<file path="src/rtl/encoder_dial_parameter_editor_defines.svh">
// assertion helpers for the dial parameter editor
`ifndef ENCODER_DIAL_PARAMETER_EDITOR_DEFINES_SVH
`define ENCODER_DIAL_PARAMETER_EDITOR_DEFINES_SVH

// same-cycle implication, checking off while in reset
`define EDPE_ASSERT_IMP(label, clk, rst_n, ante, cons, msg) \
    label: assert property (@(posedge clk) disable iff (!rst_n) (ante) |-> (cons)) \
        else $error(msg);

// next-cycle implication, checking off while in reset
`define EDPE_ASSERT_NXT(label, clk, rst_n, ante, cons, msg) \
    label: assert property (@(posedge clk) disable iff (!rst_n) (ante) |=> (cons)) \
        else $error(msg);

`endif

</file>
<file path="src/rtl/edpe_pkg.sv">
package edpe_pkg;

    localparam int ANGLE_BITS        = 12;
    localparam int BUTTON_BITS       = 5;
    localparam int NUM_DISPLAY       = 4;
    localparam int DIAL_BIT          = 4;
    localparam int SEL_BITS          = 3;
    localparam int VALUE_BITS        = 8;
    localparam int NUM_RANGES        = 4;
    localparam int RANGE_INDEX_BITS  = 2;
    localparam int CFG_BITS          = 29;
    localparam int TURN_BITS_DEFAULT = 8;

    // range word layout
    localparam int LO_LSB   = 0;
    localparam int HI_LSB   = 8;
    localparam int SPT_LSB  = 16;
    localparam int SPT_BITS = 13;

    localparam int FULL_TURN = 1 << ANGLE_BITS;
    localparam int HALF_TURN = FULL_TURN >> 1;

    // divisor and remainder width: holds a full turn
    localparam int DIV_BITS = ANGLE_BITS + 1;

    localparam logic [SEL_BITS-1:0] SEL_NONE = SEL_BITS'(NUM_DISPLAY);

    localparam logic [CFG_BITS-1:0] RANGE_RESET [NUM_RANGES] =
        '{29'd3947521, 29'd3947526, 29'd1315584, 29'd3957781};
    localparam logic [VALUE_BITS-1:0] VALUE_RESET [NUM_RANGES] =
        '{8'd12, 8'd20, 8'd5, 8'd20};

    typedef struct packed {
        logic accept;
        logic load_dist;
        logic div_first;
        logic div_second;
        logic finish;
    } cmd_t;

    typedef struct packed {
        logic active_next;
        logic out_free;
    } dp_sts_t;

endpackage

</file>
<file path="src/rtl/edpe_div.sv">
module edpe_div #(
    parameter int DIVIDEND_BITS = edpe_pkg::TURN_BITS_DEFAULT + edpe_pkg::ANGLE_BITS,
    parameter int COUNT_BITS    = $clog2(DIVIDEND_BITS + 1)
) (
    input  logic                              clk,
    input  logic                              rst_n,
    input  logic                              start,
    input  logic [DIVIDEND_BITS-1:0]          dividend,
    input  logic [edpe_pkg::DIV_BITS-1:0]     divisor,
    input  logic [COUNT_BITS-1:0]             iters,
    output logic                              busy,
    output logic [DIVIDEND_BITS-1:0]          quotient
);

    localparam int DB = edpe_pkg::DIV_BITS;

    logic [COUNT_BITS-1:0]    cnt_reg;
    logic [DB-1:0]            rem_reg;
    logic [DIVIDEND_BITS-1:0] quo_reg;
    logic [DB-1:0]            dvs_reg;
    logic [DB:0]              shifted;
    logic [DB+1:0]            diff;
    logic                     fits;

    // one restoring step per cycle, dividend bits are taken from the top
    assign shifted = {rem_reg, quo_reg[DIVIDEND_BITS-1]};
    assign diff    = {1'b0, shifted} - {2'b00, dvs_reg};
    assign fits    = !diff[DB+1];

    always_ff @(posedge clk or negedge rst_n)
    begin
        if (!rst_n)
        begin
            cnt_reg <= '0;
        end
        else if (start)
        begin
            cnt_reg <= iters;
        end
        else if (cnt_reg != '0)
        begin
            cnt_reg <= cnt_reg - COUNT_BITS'(1);
        end
    end

    always_ff @(posedge clk)
    begin
        if (start)
        begin
            rem_reg <= '0;
            quo_reg <= dividend;
            dvs_reg <= divisor;
        end
        else if (cnt_reg != '0)
        begin
            rem_reg <= fits ? diff[DB-1:0] : shifted[DB-1:0];
            quo_reg <= {quo_reg[DIVIDEND_BITS-2:0], fits};
        end
    end

    assign busy     = (cnt_reg != '0);
    assign quotient = quo_reg;

endmodule

</file>
<file path="src/rtl/edpe_ctrl.sv">
module edpe_ctrl (
    input  logic              clk,
    input  logic              rst_n,
    input  logic              item_valid,
    input  edpe_pkg::dp_sts_t sts,
    input  logic              div_busy,
    output edpe_pkg::cmd_t    cmd,
    output logic              item_stall
);

    typedef enum logic [5:0] {
        S_IDLE   = 6'b000001,
        S_PREP   = 6'b000010,
        S_DIV1   = 6'b000100,
        S_QUOT   = 6'b001000,
        S_DIV2   = 6'b010000,
        S_FINISH = 6'b100000
    } state_t;

    state_t state_reg;
    state_t state_next;

    always_comb
    begin
        state_next = state_reg;
        cmd        = '0;
        case (state_reg)
            S_IDLE:
            begin
                if (item_valid)
                begin
                    cmd.accept = 1'b1;
                    state_next = sts.active_next ? S_PREP : S_FINISH;
                end
            end
            S_PREP:
            begin
                cmd.load_dist = 1'b1;
                cmd.div_first = 1'b1;
                state_next    = S_DIV1;
            end
            S_DIV1:
            begin
                if (!div_busy)
                begin
                    state_next = S_QUOT;
                end
            end
            S_QUOT:
            begin
                cmd.div_second = 1'b1;
                state_next     = S_DIV2;
            end
            S_DIV2:
            begin
                if (!div_busy)
                begin
                    state_next = S_FINISH;
                end
            end
            S_FINISH:
            begin
                if (sts.out_free)
                begin
                    cmd.finish = 1'b1;
                    state_next = S_IDLE;
                end
            end
            default:
            begin
                state_next = S_IDLE;
            end
        endcase
    end

    always_ff @(posedge clk or negedge rst_n)
    begin
        if (!rst_n)
        begin
            state_reg <= S_IDLE;
        end
        else
        begin
            state_reg <= state_next;
        end
    end

    assign item_stall = (state_reg != S_IDLE);

endmodule

</file>
<file path="src/rtl/edpe_dp.sv">
module edpe_dp #(
    parameter int TURN_BITS     = edpe_pkg::TURN_BITS_DEFAULT,
    parameter int DIVIDEND_BITS = TURN_BITS + edpe_pkg::ANGLE_BITS,
    parameter int COUNT_BITS    = $clog2(DIVIDEND_BITS + 1)
) (
    input  logic                                   clk,
    input  logic                                   rst_n,
    input  edpe_pkg::cmd_t                         cmd,
    output edpe_pkg::dp_sts_t                      sts,
    input  logic                                   cfg_write,
    input  logic [edpe_pkg::RANGE_INDEX_BITS-1:0]  cfg_index,
    input  logic [edpe_pkg::CFG_BITS-1:0]          cfg_data,
    input  logic [edpe_pkg::ANGLE_BITS-1:0]        raw_angle,
    input  logic [edpe_pkg::BUTTON_BITS-1:0]       button_levels,
    output logic                                   div_start,
    output logic [DIVIDEND_BITS-1:0]               div_dividend,
    output logic [edpe_pkg::DIV_BITS-1:0]          div_divisor,
    output logic [COUNT_BITS-1:0]                  div_iters,
    input  logic [DIVIDEND_BITS-1:0]               div_quotient,
    output logic                                   result_valid,
    input  logic                                   result_stall,
    output logic [edpe_pkg::SEL_BITS-1:0]          selected_index,
    output logic [edpe_pkg::VALUE_BITS-1:0]        selected_value,
    output logic                                   value_changed,
    output logic [edpe_pkg::VALUE_BITS-1:0]        value_0,
    output logic [edpe_pkg::VALUE_BITS-1:0]        value_1,
    output logic [edpe_pkg::VALUE_BITS-1:0]        value_2,
    output logic [edpe_pkg::VALUE_BITS-1:0]        value_3
);

    localparam int AB   = edpe_pkg::ANGLE_BITS;
    localparam int VB   = edpe_pkg::VALUE_BITS;
    localparam int SB   = edpe_pkg::SEL_BITS;
    localparam int NR   = edpe_pkg::NUM_RANGES;
    localparam int RB   = edpe_pkg::RANGE_INDEX_BITS;
    localparam int DB   = edpe_pkg::DIV_BITS;
    localparam int N    = DIVIDEND_BITS;
    localparam int W    = N + 1;
    localparam int V    = N + 2;
    localparam int DIRW = AB + 2;

    localparam logic [TURN_BITS-1:0] TURN_MAX = {1'b0, {(TURN_BITS-1){1'b1}}};
    localparam logic [TURN_BITS-1:0] TURN_MIN = {1'b1, {(TURN_BITS-1){1'b0}}};

    logic [edpe_pkg::CFG_BITS-1:0] range_reg [NR];
    logic [VB-1:0]                 pv_reg [NR];
    logic [SB-1:0]                 sel_reg;
    logic [VB-1:0]                 vas_reg;
    logic [AB-1:0]                 start_reg;
    logic [AB-1:0]                 prev_reg;
    logic [TURN_BITS-1:0]          turn_reg;
    logic [VB-1:0]                 last_reg;
    logic [edpe_pkg::BUTTON_BITS-1:0] bmem_reg;
    logic [AB-1:0]                 angle_reg;
    logic [W-1:0]                  dist_reg;
    logic                          out_valid_reg;
    logic [SB-1:0]                 out_sel_reg;
    logic [VB-1:0]                 out_value_reg;
    logic                          out_changed_reg;

    logic [edpe_pkg::BUTTON_BITS-1:0] rising;
    logic [SB-1:0]                 sel_w;
    logic                          setup_w;
    logic                          active_w;
    logic [DIRW-1:0]               dir;
    logic                          turn_dec;
    logic                          turn_inc;
    logic [TURN_BITS-1:0]          turn_adj;

    logic [edpe_pkg::CFG_BITS-1:0] rw;
    logic [VB-1:0]                 lo;
    logic [VB-1:0]                 hi;
    logic [edpe_pkg::SPT_BITS-1:0] spt_raw;
    logic [DB-1:0]                 spt;
    logic [W-1:0]                  dist_calc;
    logic                          dist_neg;
    logic [W-1:0]                  dist_mag;
    logic [V-1:0]                  q_s;
    logic [V-1:0]                  v_sum;
    logic [VB-1:0]                 v_clamped;
    logic                          active_now;
    logic [VB-1:0]                 cur;
    logic                          out_free;

    // button edges, toggles in button order, dial ends editing
    always_comb
    begin
        rising  = button_levels & ~bmem_reg;
        sel_w   = sel_reg;
        setup_w = 1'b0;
        for (int i = 0; i < edpe_pkg::NUM_DISPLAY; i++)
        begin
            if (rising[i])
            begin
                if (sel_w == SB'(i))
                begin
                    sel_w = edpe_pkg::SEL_NONE;
                end
                else
                begin
                    sel_w   = SB'(i);
                    setup_w = 1'b1;
                end
            end
        end
        if (rising[edpe_pkg::DIAL_BIT])
        begin
            sel_w = edpe_pkg::SEL_NONE;
        end
        active_w = (sel_w != edpe_pkg::SEL_NONE);
    end

    // wrap detection against the previous poll
    assign dir      = {2'b00, raw_angle} - {2'b00, prev_reg};
    assign turn_dec = $signed(dir) > $signed(DIRW'(edpe_pkg::HALF_TURN));
    assign turn_inc = $signed(dir) < -$signed(DIRW'(edpe_pkg::HALF_TURN));

    always_comb
    begin
        turn_adj = turn_reg;
        if (turn_dec && turn_reg != TURN_MIN)
        begin
            turn_adj = turn_reg - TURN_BITS'(1);
        end
        else if (turn_inc && turn_reg != TURN_MAX)
        begin
            turn_adj = turn_reg + TURN_BITS'(1);
        end
    end

    // range fields of the edited parameter
    assign rw      = range_reg[sel_reg[RB-1:0]];
    assign lo      = rw[edpe_pkg::LO_LSB +: VB];
    assign hi      = rw[edpe_pkg::HI_LSB +: VB];
    assign spt_raw = rw[edpe_pkg::SPT_LSB +: edpe_pkg::SPT_BITS];

    always_comb
    begin
        if (spt_raw == '0)
        begin
            spt = DB'(1);
        end
        else if (DB'(spt_raw) > DB'(edpe_pkg::FULL_TURN))
        begin
            spt = DB'(edpe_pkg::FULL_TURN);
        end
        else
        begin
            spt = DB'(spt_raw);
        end
    end

    assign dist_calc = {turn_reg[TURN_BITS-1], turn_reg, {AB{1'b0}}}
                     + W'(angle_reg) - W'(start_reg);
    assign dist_neg  = dist_reg[W-1];
    assign dist_mag  = dist_neg ? (~dist_reg + W'(1)) : dist_reg;

    // shared divider: full turn over steps, then distance over step size
    assign div_start = cmd.div_first | cmd.div_second;
    always_comb
    begin
        if (cmd.div_first)
        begin
            div_dividend = {1'b1, {(N-1){1'b0}}};
            div_divisor  = spt;
            div_iters    = COUNT_BITS'(DB);
        end
        else
        begin
            div_dividend = dist_mag[N-1:0];
            div_divisor  = div_quotient[DB-1:0];
            div_iters    = COUNT_BITS'(N);
        end
    end

    // value at selection plus signed step count, then clamp
    always_comb
    begin
        q_s = V'(div_quotient);
        if (dist_neg)
        begin
            q_s = ~q_s + V'(1);
        end
        v_sum = V'(vas_reg) + q_s;
        if ($signed(v_sum) < $signed(V'(lo)))
        begin
            v_clamped = lo;
        end
        else if ($signed(v_sum) > $signed(V'(hi)))
        begin
            v_clamped = hi;
        end
        else
        begin
            v_clamped = v_sum[VB-1:0];
        end
    end

    assign active_now = (sel_reg != edpe_pkg::SEL_NONE);
    assign cur        = active_now ? v_clamped : '0;
    assign out_free   = !out_valid_reg || !result_stall;

    assign sts.active_next = active_w;
    assign sts.out_free    = out_free;

    always_ff @(posedge clk or negedge rst_n)
    begin
        if (!rst_n)
        begin
            for (int i = 0; i < NR; i++)
            begin
                range_reg[i] <= edpe_pkg::RANGE_RESET[i];
                pv_reg[i]    <= edpe_pkg::VALUE_RESET[i];
            end
            sel_reg       <= edpe_pkg::SEL_NONE;
            vas_reg       <= '0;
            start_reg     <= '0;
            prev_reg      <= '0;
            turn_reg      <= '0;
            last_reg      <= '0;
            bmem_reg      <= '0;
            out_valid_reg <= 1'b0;
        end
        else
        begin
            if (cfg_write)
            begin
                range_reg[cfg_index] <= cfg_data;
            end
            if (cmd.accept)
            begin
                bmem_reg <= button_levels;
                sel_reg  <= sel_w;
                if (setup_w)
                begin
                    start_reg <= raw_angle;
                    vas_reg   <= pv_reg[sel_w[RB-1:0]];
                end
                if (active_w)
                begin
                    prev_reg <= raw_angle;
                    turn_reg <= setup_w ? '0 : turn_adj;
                end
            end
            if (cmd.finish)
            begin
                if (active_now)
                begin
                    pv_reg[sel_reg[RB-1:0]] <= cur;
                    last_reg                <= cur;
                end
                out_valid_reg <= 1'b1;
            end
            else if (!result_stall)
            begin
                out_valid_reg <= 1'b0;
            end
        end
    end

    always_ff @(posedge clk)
    begin
        if (cmd.accept)
        begin
            angle_reg <= raw_angle;
        end
        if (cmd.load_dist)
        begin
            dist_reg <= dist_calc;
        end
        if (cmd.finish)
        begin
            out_sel_reg     <= sel_reg;
            out_value_reg   <= cur;
            out_changed_reg <= active_now && (cur != last_reg);
        end
    end

    assign result_valid   = out_valid_reg;
    assign selected_index = out_sel_reg;
    assign selected_value = out_value_reg;
    assign value_changed  = out_changed_reg;
    assign value_0        = pv_reg[0];
    assign value_1        = pv_reg[1];
    assign value_2        = pv_reg[2];
    assign value_3        = pv_reg[3];

endmodule

</file>
<file path="src/rtl/encoder_dial_parameter_editor.sv">
// sequence: a poll with no parameter edited goes from acceptance straight to the finish state;
//   while editing it passes the prepare, first divide, quotient and second divide states first
// polls: a new poll is taken only after the last result is handed off; the shared radix-2
//   divider makes two runs, of ANGLE_BITS+1 and TURN_BITS+ANGLE_BITS steps, while editing
// reset: asynchronous active low; range words and parameter values take their
//   defaults, editing off, turn count, start and previous angles and button memory cleared
`include "encoder_dial_parameter_editor_defines.svh"

module encoder_dial_parameter_editor #(
    parameter int TURN_BITS = edpe_pkg::TURN_BITS_DEFAULT
) (
    input  logic                                   clk,
    input  logic                                   rst_n,
    // configuration write port
    input  logic                                   cfg_write,
    input  logic [edpe_pkg::RANGE_INDEX_BITS-1:0]  cfg_index,
    input  logic [edpe_pkg::CFG_BITS-1:0]          cfg_data,
    // poll transaction
    input  logic                                   item_valid,
    output logic                                   item_stall,
    input  logic [edpe_pkg::ANGLE_BITS-1:0]        raw_angle,
    input  logic [edpe_pkg::BUTTON_BITS-1:0]       button_levels,
    // result transaction
    output logic                                   result_valid,
    input  logic                                   result_stall,
    output logic [edpe_pkg::SEL_BITS-1:0]          selected_index,
    output logic [edpe_pkg::VALUE_BITS-1:0]        selected_value,
    output logic                                   value_changed,
    output logic [edpe_pkg::VALUE_BITS-1:0]        value_0,
    output logic [edpe_pkg::VALUE_BITS-1:0]        value_1,
    output logic [edpe_pkg::VALUE_BITS-1:0]        value_2,
    output logic [edpe_pkg::VALUE_BITS-1:0]        value_3
);

    // dividend holds the unwrapped distance magnitude
    localparam int DIVIDEND_BITS = TURN_BITS + edpe_pkg::ANGLE_BITS;
    localparam int COUNT_BITS    = $clog2(DIVIDEND_BITS + 1);

    edpe_pkg::cmd_t    cmd;
    edpe_pkg::dp_sts_t sts;

    logic                             div_start;
    logic                             div_busy;
    logic [DIVIDEND_BITS-1:0]         div_dividend;
    logic [edpe_pkg::DIV_BITS-1:0]    div_divisor;
    logic [COUNT_BITS-1:0]            div_iters;
    logic [DIVIDEND_BITS-1:0]         div_quotient;

    // sequencer: accept, then while editing prepare distance and two divides, then hand off the result
    edpe_ctrl u_ctrl (
        .clk        (clk),
        .rst_n      (rst_n),
        .item_valid (item_valid),
        .sts        (sts),
        .div_busy   (div_busy),
        .cmd        (cmd),
        .item_stall (item_stall)
    );

    // state, button decode, unwrap, clamp and the output register
    edpe_dp #(
        .TURN_BITS     (TURN_BITS),
        .DIVIDEND_BITS (DIVIDEND_BITS),
        .COUNT_BITS    (COUNT_BITS)
    ) u_dp (
        .clk            (clk),
        .rst_n          (rst_n),
        .cmd            (cmd),
        .sts            (sts),
        .cfg_write      (cfg_write),
        .cfg_index      (cfg_index),
        .cfg_data       (cfg_data),
        .raw_angle      (raw_angle),
        .button_levels  (button_levels),
        .div_start      (div_start),
        .div_dividend   (div_dividend),
        .div_divisor    (div_divisor),
        .div_iters      (div_iters),
        .div_quotient   (div_quotient),
        .result_valid   (result_valid),
        .result_stall   (result_stall),
        .selected_index (selected_index),
        .selected_value (selected_value),
        .value_changed  (value_changed),
        .value_0        (value_0),
        .value_1        (value_1),
        .value_2        (value_2),
        .value_3        (value_3)
    );

    // one quotient bit per cycle, shared by both divides
    edpe_div #(
        .DIVIDEND_BITS (DIVIDEND_BITS),
        .COUNT_BITS    (COUNT_BITS)
    ) u_div (
        .clk      (clk),
        .rst_n    (rst_n),
        .start    (div_start),
        .dividend (div_dividend),
        .divisor  (div_divisor),
        .iters    (div_iters),
        .busy     (div_busy),
        .quotient (div_quotient)
    );

    // a divide is never launched over one still running
    `EDPE_ASSERT_IMP(a_div_idle_on_start, clk, rst_n, div_start, !div_busy, "divider restarted while busy")

    // an accepted poll keeps the input side stalled while it is worked on
    `EDPE_ASSERT_NXT(a_stall_after_accept, clk, rst_n, item_valid && !item_stall, item_stall, "input not stalled after acceptance")

    // with nothing selected the edited value and change flag stay clear
    `EDPE_ASSERT_IMP(a_none_is_quiet, clk, rst_n, result_valid && (selected_index == edpe_pkg::SEL_NONE), (selected_value == '0) && !value_changed, "result for no selection not clear")

endmodule
</file>
<file path="config.mk">
export PLATFORM = sky130hd
export DESIGN_NAME = encoder_dial_parameter_editor
export DESIGN_NICKNAME = d
export VERILOG_FILES = /design/src/rtl/edpe_pkg.sv /design/src/rtl/edpe_div.sv /design/src/rtl/edpe_ctrl.sv /design/src/rtl/edpe_dp.sv /design/src/rtl/encoder_dial_parameter_editor.sv
export VERILOG_INCLUDE_DIRS = /design/src /design/src/rtl
export SDC_FILE = /design/constraint.sdc
export NUM_CORES = 1
export LEC_CHECK = 0
export BUFFER_PORTS_ARGS = -buffer_cell sky130_fd_sc_hd__buf_2
export CAP_MARGIN = 20
export CELL_PAD_IN_SITES_DETAIL_PLACEMENT = 0
export CELL_PAD_IN_SITES_GLOBAL_PLACEMENT = 1
export CORE_MARGIN = 2
export CORE_UTILIZATION = 45
export CTS_BUF_LIST = sky130_fd_sc_hd__clkbuf_16
export CTS_CLUSTER_DIAMETER = 120
export DETAILED_ROUTE_END_ITERATION = 12
export PLACE_DENSITY_LB_ADDON = 0.1
export SYNTH_ARGS = -nofsm -noshare
export SYNTH_HDL_FRONTEND = slang
export SYNTH_HIERARCHICAL = 1
export SYNTH_SLANG_ARGS = --single-unit
</file>
<file path="constraint.sdc">
create_clock -name clk -period 4.7 [get_ports clk]
set_input_delay 0.705 -clock clk [delete_from_list [all_inputs] [get_ports clk]]
set_output_delay 0.705 -clock clk [all_outputs]
set_load 0.05 [all_outputs]
</file>
== Word-level counts from Yosys, hierarchy flattened ==
Index checks and enable logic that the tools add are counted.

* Register bits: 307
* Input bits: 53
* Output and inout bits: 46
* Word-level logic and storage cells: 154

* $add $sub $neg: 10
* Order comparisons: 10
* Eq/ne operators: 20
* Mux-type cells: 61
* Bitwise operators: 8
* Reduce and logical (&&, ||, !) cells: 19

{| class="wikitable"
|+ Operators with widths
! cell !! number
|-
| $bwmux 116 || 1
|-
| $mux 29 || 3
|-
| $mux 20 || 4
|-
| $mux 8 || 9
|-
| $bmux 29 s2 || 1
|-
| $demux 29 s2 || 1
|-
| $mux 13 || 4
|-
| $pmux 6 s6 || 1
|-
| $bwmux 32 || 1
|-
| $mux 6 || 5
|-
| $mux 3 || 9
|-
| $add 22x1->22 const B || 1
|-
| $add 8x22->22 || 1
|-
| $gt 22x9->1 || 1
|-
| $lt 22x9->1 || 1
|-
| $mux 22 || 1
|-
| $not 20->22 || 1
|-
| $add 20x13->21 || 1
|-
| $sub 21x12->21 || 1
|-
| $add 20x1->20 const B || 1
|-
| $not 20->20 || 1
|-
| $bmux 8 s2 || 1
|-
| $demux 8 s2 || 1
|-
| $mux 1 || 15
|-
| 42 further kinds || 62
|}

== Logic depth before layout (Yosys ltp) ==
* Depth in word-level cells: 17
* Depth in mapped cells: 24
* Mapped depth without buffers: 24

== Hierarchy ==
The synthesis kept the hierarchy.

{| class="wikitable"
|+ Modules (own cells, without submodules)
! module !! instances !! cells an instance !! area each (um^2) !! seq. area each (um^2)
|-
| edpe_dp || 1 || 1347 || 14412.6 || 6535.0
|-
| edpe_div || 1 || 242 || 2770.2 || 1376.3
|-
| edpe_ctrl || 1 || 49 || 421.7 || 151.4
|}

== Worst setup path before layout ==
OpenSTA, ideal clock, no wires.

* Kind: register to register
* From: register u_dp.sel_reg[0]
* To: register u_dp.out_changed_reg, in the netlist u_dp/value_changed, data pin
* Library setup time: 0.269 ns
* Arrival time: 4.970 ns
* Required time: 4.431 ns
* Setup slack: -0.539 ns
* Cell stages (with the launch flop): 22
* Buffers on the path: 5
* Period minus slack after synthesis: 5.239 ns
* Path through: dfrtp_1 buf_1 buf_1 buf_1 clkbuf_1 nand2_1 o21ai_0 ha_1 nor2b_1 o21a_1 o21a_1 o21a_1 o21a_1 o211ai_1 a21o_1 a31o_1 buf_6 mux2_4 nand2b_1 a221o_1 o311ai_1 o41ai_1

* Longest elaborated chain between the ends: 10
* Elaborated cells on any way between the ends: 12
* Classes of those cells: order compare (2); eq/ne (2); mux (6); bitwise (1); reduce/logical (1)

{| class="wikitable"
|+ RTL lines
! item !! RTL line !! text
|-
| start, declared || edpe_dp.sv:47 || <nowiki>logic [SB-1:0] sel_reg;</nowiki>
|-
| start signal, assigned || edpe_dp.sv:215 || <nowiki>sel_reg <= edpe_pkg::SEL_NONE;</nowiki>
|-
| start signal, assigned || edpe_dp.sv:233 || <nowiki>sel_reg <= sel_w;</nowiki>
|-
| $not 2->3 (not written as such) || edpe_dp.sv:132 || <nowiki>assign rw = range_reg[sel_reg[RB-1:0]];</nowiki>
|-
| $bmux 29 s2 || edpe_dp.sv:132 ||
|-
| $mux 29 (not written as such) (2 in a row) || edpe_dp.sv:132 ||
|-
| $gt 22x9->1 || edpe_dp.sv:189 || <nowiki>else if ($signed(v_sum) > $signed(V'(hi)))</nowiki>
|-
| $mux 8 || edpe_dp.sv:189 ||
|-
| $mux 8 || edpe_dp.sv:185 || <nowiki>if ($signed(v_sum) < $signed(V'(lo)))</nowiki>
|-
| $mux 8 || edpe_dp.sv:200 || <nowiki>assign cur = active_now ? v_clamped : '0;</nowiki>
|-
| $ne 8x8->1 || edpe_dp.sv:275 || <nowiki>out_changed_reg <= active_now && (cur != last_reg);</nowiki>
|-
| $logic_and 1x1->1 (*) || edpe_dp.sv:275 ||
|-
| end signal, assigned || edpe_dp.sv:275 ||
|-
| end, declared || edpe_dp.sv:59 || <nowiki>logic out_changed_reg;</nowiki>
|}

Mark *: on every way between the ends. The rest lies on a longest branch, timed or not. The select of a mux whose other input is x is not followed.
A chain may end at the register's enable or synchronous reset.

== Worst setup path after layout ==
* From: register u_div.quo_reg[0], in the netlist u_div/quotient[0]
* To: register u_dp.out_changed_reg, in the netlist u_dp/value_changed, data pin

* Longest elaborated chain between the ends: 10
* Elaborated cells on any way between the ends: 11
* Classes of those cells: add/sub (2); order compare (2); eq/ne (1); mux (4); bitwise (1); reduce/logical (1)

{| class="wikitable"
|+ RTL lines
! item !! RTL line !! text
|-
| start, declared || edpe_div.sv:19 || <nowiki>logic [DIVIDEND_BITS-1:0] quo_reg;</nowiki>
|-
| start signal, assigned || edpe_div.sv:51 || <nowiki>quo_reg <= dividend;</nowiki>
|-
| start signal, assigned || edpe_div.sv:57 || <nowiki>quo_reg <= {quo_reg[DIVIDEND_BITS-2:0], fits};</nowiki>
|-
| $not 20->22 || edpe_dp.sv:182 || <nowiki>q_s = ~q_s + V'(1);</nowiki>
|-
| $add 22x1->22 || edpe_dp.sv:182 ||
|-
| $mux 22 (*) || edpe_dp.sv:180 || <nowiki>if (dist_neg)</nowiki>
|-
| $add 8x22->22 (*) || edpe_dp.sv:184 || <nowiki>v_sum = V'(vas_reg) + q_s;</nowiki>
|-
| $gt 22x9->1 || edpe_dp.sv:189 ||
|-
| $mux 8 || edpe_dp.sv:189 ||
|-
| $mux 8 (*) || edpe_dp.sv:185 ||
|-
| $mux 8 (*) || edpe_dp.sv:200 ||
|-
| $ne 8x8->1 (*) || edpe_dp.sv:275 ||
|-
| $logic_and 1x1->1 (*) || edpe_dp.sv:275 ||
|}

Mark *: on every way between the ends. The rest lies on a longest branch, timed or not.

==> flow_metrics.py <==
metrics = {
    "floorplan": {
        "initial_core_util": 0.456,
        "io_pins": 99,
        "die_w_microns": 202,
        "die_y_microns": 202,
        "core_sq_um": 38600,
        "die-area_sq_um": 40700,
        "rows": 72,
    },
    "clock_tree": {
        "cts_tree": "built",
        "cts-root-buf": "clkbuf_16",
        "cts_hold_buf": 0,
        "cts_buffers": 36,
        "h-tree-depth": 2,
        "clock_latency_ns": 0.56,
        "clkSinkCount": 307,
        "clk_pin_slew_ns": 0.06,
        "cts.path.max_buffers": 3,
    },
    "pwr": {
        "internal_power_mw": 9.26,
        "p_total_mw": 15.9,
        "power.leakage_nw": 9.07,
        "power.share.clock": 0.180,
        "p_comb_frac": 0.539,
        "seqPwrFrac": 0.280,
        "swShare": 0.416,
        "powerDensity_nw_per_um2": 759,
        "power_switching_mw": 6.61,
        "ir_worst_vdd_uv": 401,
    },
    "finish": {
        "area_growth_pct": 18.8,
        "drive_above_1_share": 0.322,
        "largest_reg_flops": 116,
        "mostFrequentLayoutCells": "mux2_2, dfrtp_1, nand2_1",
        "num_antenna_cells": 0,
        "final_common_cell": "mux2_2",
        "fin_area_sq_um": 20900,
        "fillers": 3422,
        "utilization": 0.541,
        "num-nets-final": 1949,
    },
    "timing": {
        "hold_viol": 0,
        "layout_setup_ws_ns": -0.138,
        "final.period_utilization": 1.03,
        "setup_viol": 1,
        "relSlewSlack": 0.431,
        "finClkSkew_ns": 0.0192,
        "maxSlewViolCount": 0,
        "worstMarginPinSlew_ns": 0.844,
        "fin_tns_setup_ns": -0.138,
        "rsz0062_at_grt": "true",
        "hold_ws_ns": 0.143,
        "period_needed_ns": 4.84,
        "fmax_mhz": 207,
    },
    "global_route": {
        "grt_overflow_total": 0,
        "antenna_found_initial": 6,
        "grt_pass1_wl_mm": 70.9,
        "grt_use_total": 0.220,
        "grt_pass1_vias": 12776,
        "grt_max_degree": 95,
    },
    "critical_path": {
        "crit_fanout": 8,
        "max_stage_delay_ns": 0.56,
        "worstSetupStartpointType": "register",
        "end_kind": "register",
        "cp_num_buf_inv": 3,
        "cp_cell_sequence": "buf_4, or4_4, buf_4, o41ai_4, xor2_1, or4_4, nor4_2, a32oi_2, nor4_4, a31o_1, buf_6, mux2_2, nand2_1, o221ai_1, o311ai_2, o41ai_2",
        "crit_slowest_cell": "or4_4",
        "required_ns": 4.99,
        "crit_family": "simple AND/OR/NAND/NOR gates",
        "crit_type": "register to register",
        "rrSetupSlack_ns": -0.14,
        "arrival_ns": 5.12,
    },
    "logic_synthesis": {
        "syn-instance-count": 1638,
        "ys_warn_count": 6,
        "synth-edff-count": 78,
        "syn-num-nets": 1768,
        "ys.flop_type": "dfrtp_1",
        "synthArstFlopShare": 0.704,
        "ys_ff_latch": 307,
        "ys_seq_area_frac": 0.458,
        "synth_area_sq_um": 17600,
        "synthDistinctLibCells": 93,
        "syn_area_per_cell_sq_um": 10.7,
    },
    "place": {
        "place_area_sq_um": 19200,
        "place_hpwl_mm": 31.9,
        "portBuffers": 98,
        "gp_congestion": 0.847,
    },
    "route": {
        "routed_wl_mm": 44.2,
        "avgRoutedWirePerCell_microns": 18.7,
        "ant_nets": 0,
        "first_pass_iters": 5,
        "drc": 0,
        "drt_iter0_drc": 754,
        "vias_per_cell": 5.52,
        "vias": 13055,
    },
    "run_status": {
        "status": "complete, but fails checks",
        "violations": "setup timing",
    },
    "worst_hold_path": {
        "hold_path_class": "input pin to asynchronous set/reset pin",
    },
    "run": {
        "drv_cap": 0,
    },
}
==> synthesized netlist by cell type, drive strengths merged (12+ instances only) <==
master / number / share of area
inv: 122 / 0.026
ha: 72 / 0.051
mux4: 26 / 0.033
dfrtp: 172 / 0.24
o21ai: 115 / 0.033
buf: 28 / 0.010
nor2: 101 / 0.022
a21boi: 12 / 0.0051
mux2i: 21 / 0.012
a21oi: 49 / 0.015
xor2: 37 / 0.018
xnor2: 40 / 0.020
dfstp: 44 / 0.066
nand3: 26 / 0.0074
nor2b: 14 / 0.0050
edfxtp: 78 / 0.13
nor4: 15 / 0.0057
mux2: 172 / 0.11
nand2: 151 / 0.032
dfxtp: 13 / 0.015
nor3: 32 / 0.0094
nand2b: 16 / 0.0057
clkbuf: 49 / 0.010
or4: 13 / 0.0060
o31ai: 23 / 0.0098
a22o: 13 / 0.0065
==> stage by stage <==
step	instances	worst slack (ns)
2_1_floorplan	1638	0.00187
3_3_place_gp	2282	-0.259
3_5_place_dp	2282	-0.398
4_1_cts	2357	-0.0997
5_1_grt	2365	-0.322
6_report	2365	-0.138
==> repair_timing <==
item                       CTS  global route
gates resized for setup     34            43
pin swaps                   22            17
setup endpoints to repair   17            37
setup buffers               10             8
==> layout make-up <==
type                            instances  area (sq um)  share of cell area
Multi-Input combinational cell       1132          9080               0.434
Sequential cell                       307          8070               0.386
Timing Repair Buffer                  220          1440              0.0690
Clock buffer                           36           901              0.0431
Tap cell                              518           648              0.0310
Inverter                              122           458              0.0219
Clock inverter                         30           319              0.0153
==> routing by layer <==
layer  routed length, microns  share of wire  global-route usage  vias to the layer above
met3                     2120          0.048              0.0432                       71
met2                    19900           0.45               0.340                      244
met5                       61         0.0014                   0                        -
met4                     1060          0.024              0.0680                       10
met1                    21100           0.48               0.313                     6433
li1                         -              -                   -                     6297
==> worst reg2reg max path: cells and delay by family, from the launching register on <==
kind	cells	cell delay, ns
muxes	1	0.36
AOI/OAI and AO/OA	6	1.34
DFF	1	0.42
and+or+nand+nor	5	1.81
xor gates and xnor gates	1	0.15
buffers and inverters	3	0.49
==> power groups by stage <==
stage          Combinational, mW  Clock [mW]  Sequential [mW]
2_1_floorplan               5.47           0             4.57
3_3_place_gp                8.03           0             4.46
3_5_place_dp                8.11           0             4.49
4_1_cts                     8.37        2.94             4.44
5_1_grt                     9.47        3.05             4.57
6_report                    8.56        2.86             4.45
==> logic make-up after synthesis <==
kind of cell / count (synthesis) / share of synthesized area
AO/OA/AOI/OAI: 337 / 0.131
XOR/XNOR: 77 / 0.0383
adder cells (fa/ha/maj): 77 / 0.0569
buffers and inverters: 199 / 0.0465
flip-flops: 307 / 0.458
multiplexers: 219 / 0.155
other: 2 / 0.000427
AND/OR/NAND/NOR: 420 / 0.114
==> path summary, 6_finish.rpt <==
path,end,cells past startpoint,startpoint
hold / removal,u_ctrl/state_reg[4],1,rst_n
hold reg to reg,u_dp/value_1[4],2,u_dp/value_1[4]
setup / recovery,u_dp/value_changed,16,u_div/quotient[0]
min in group clk,u_dp/angle_reg[0],1,raw_angle[0]
setup reg to reg,u_dp/value_changed,16,u_div/quotient[0]
max in group asynchronous,u_dp/value_0[3],2,rst_n
Note: power is estimated with default switching activity, not from simulation.
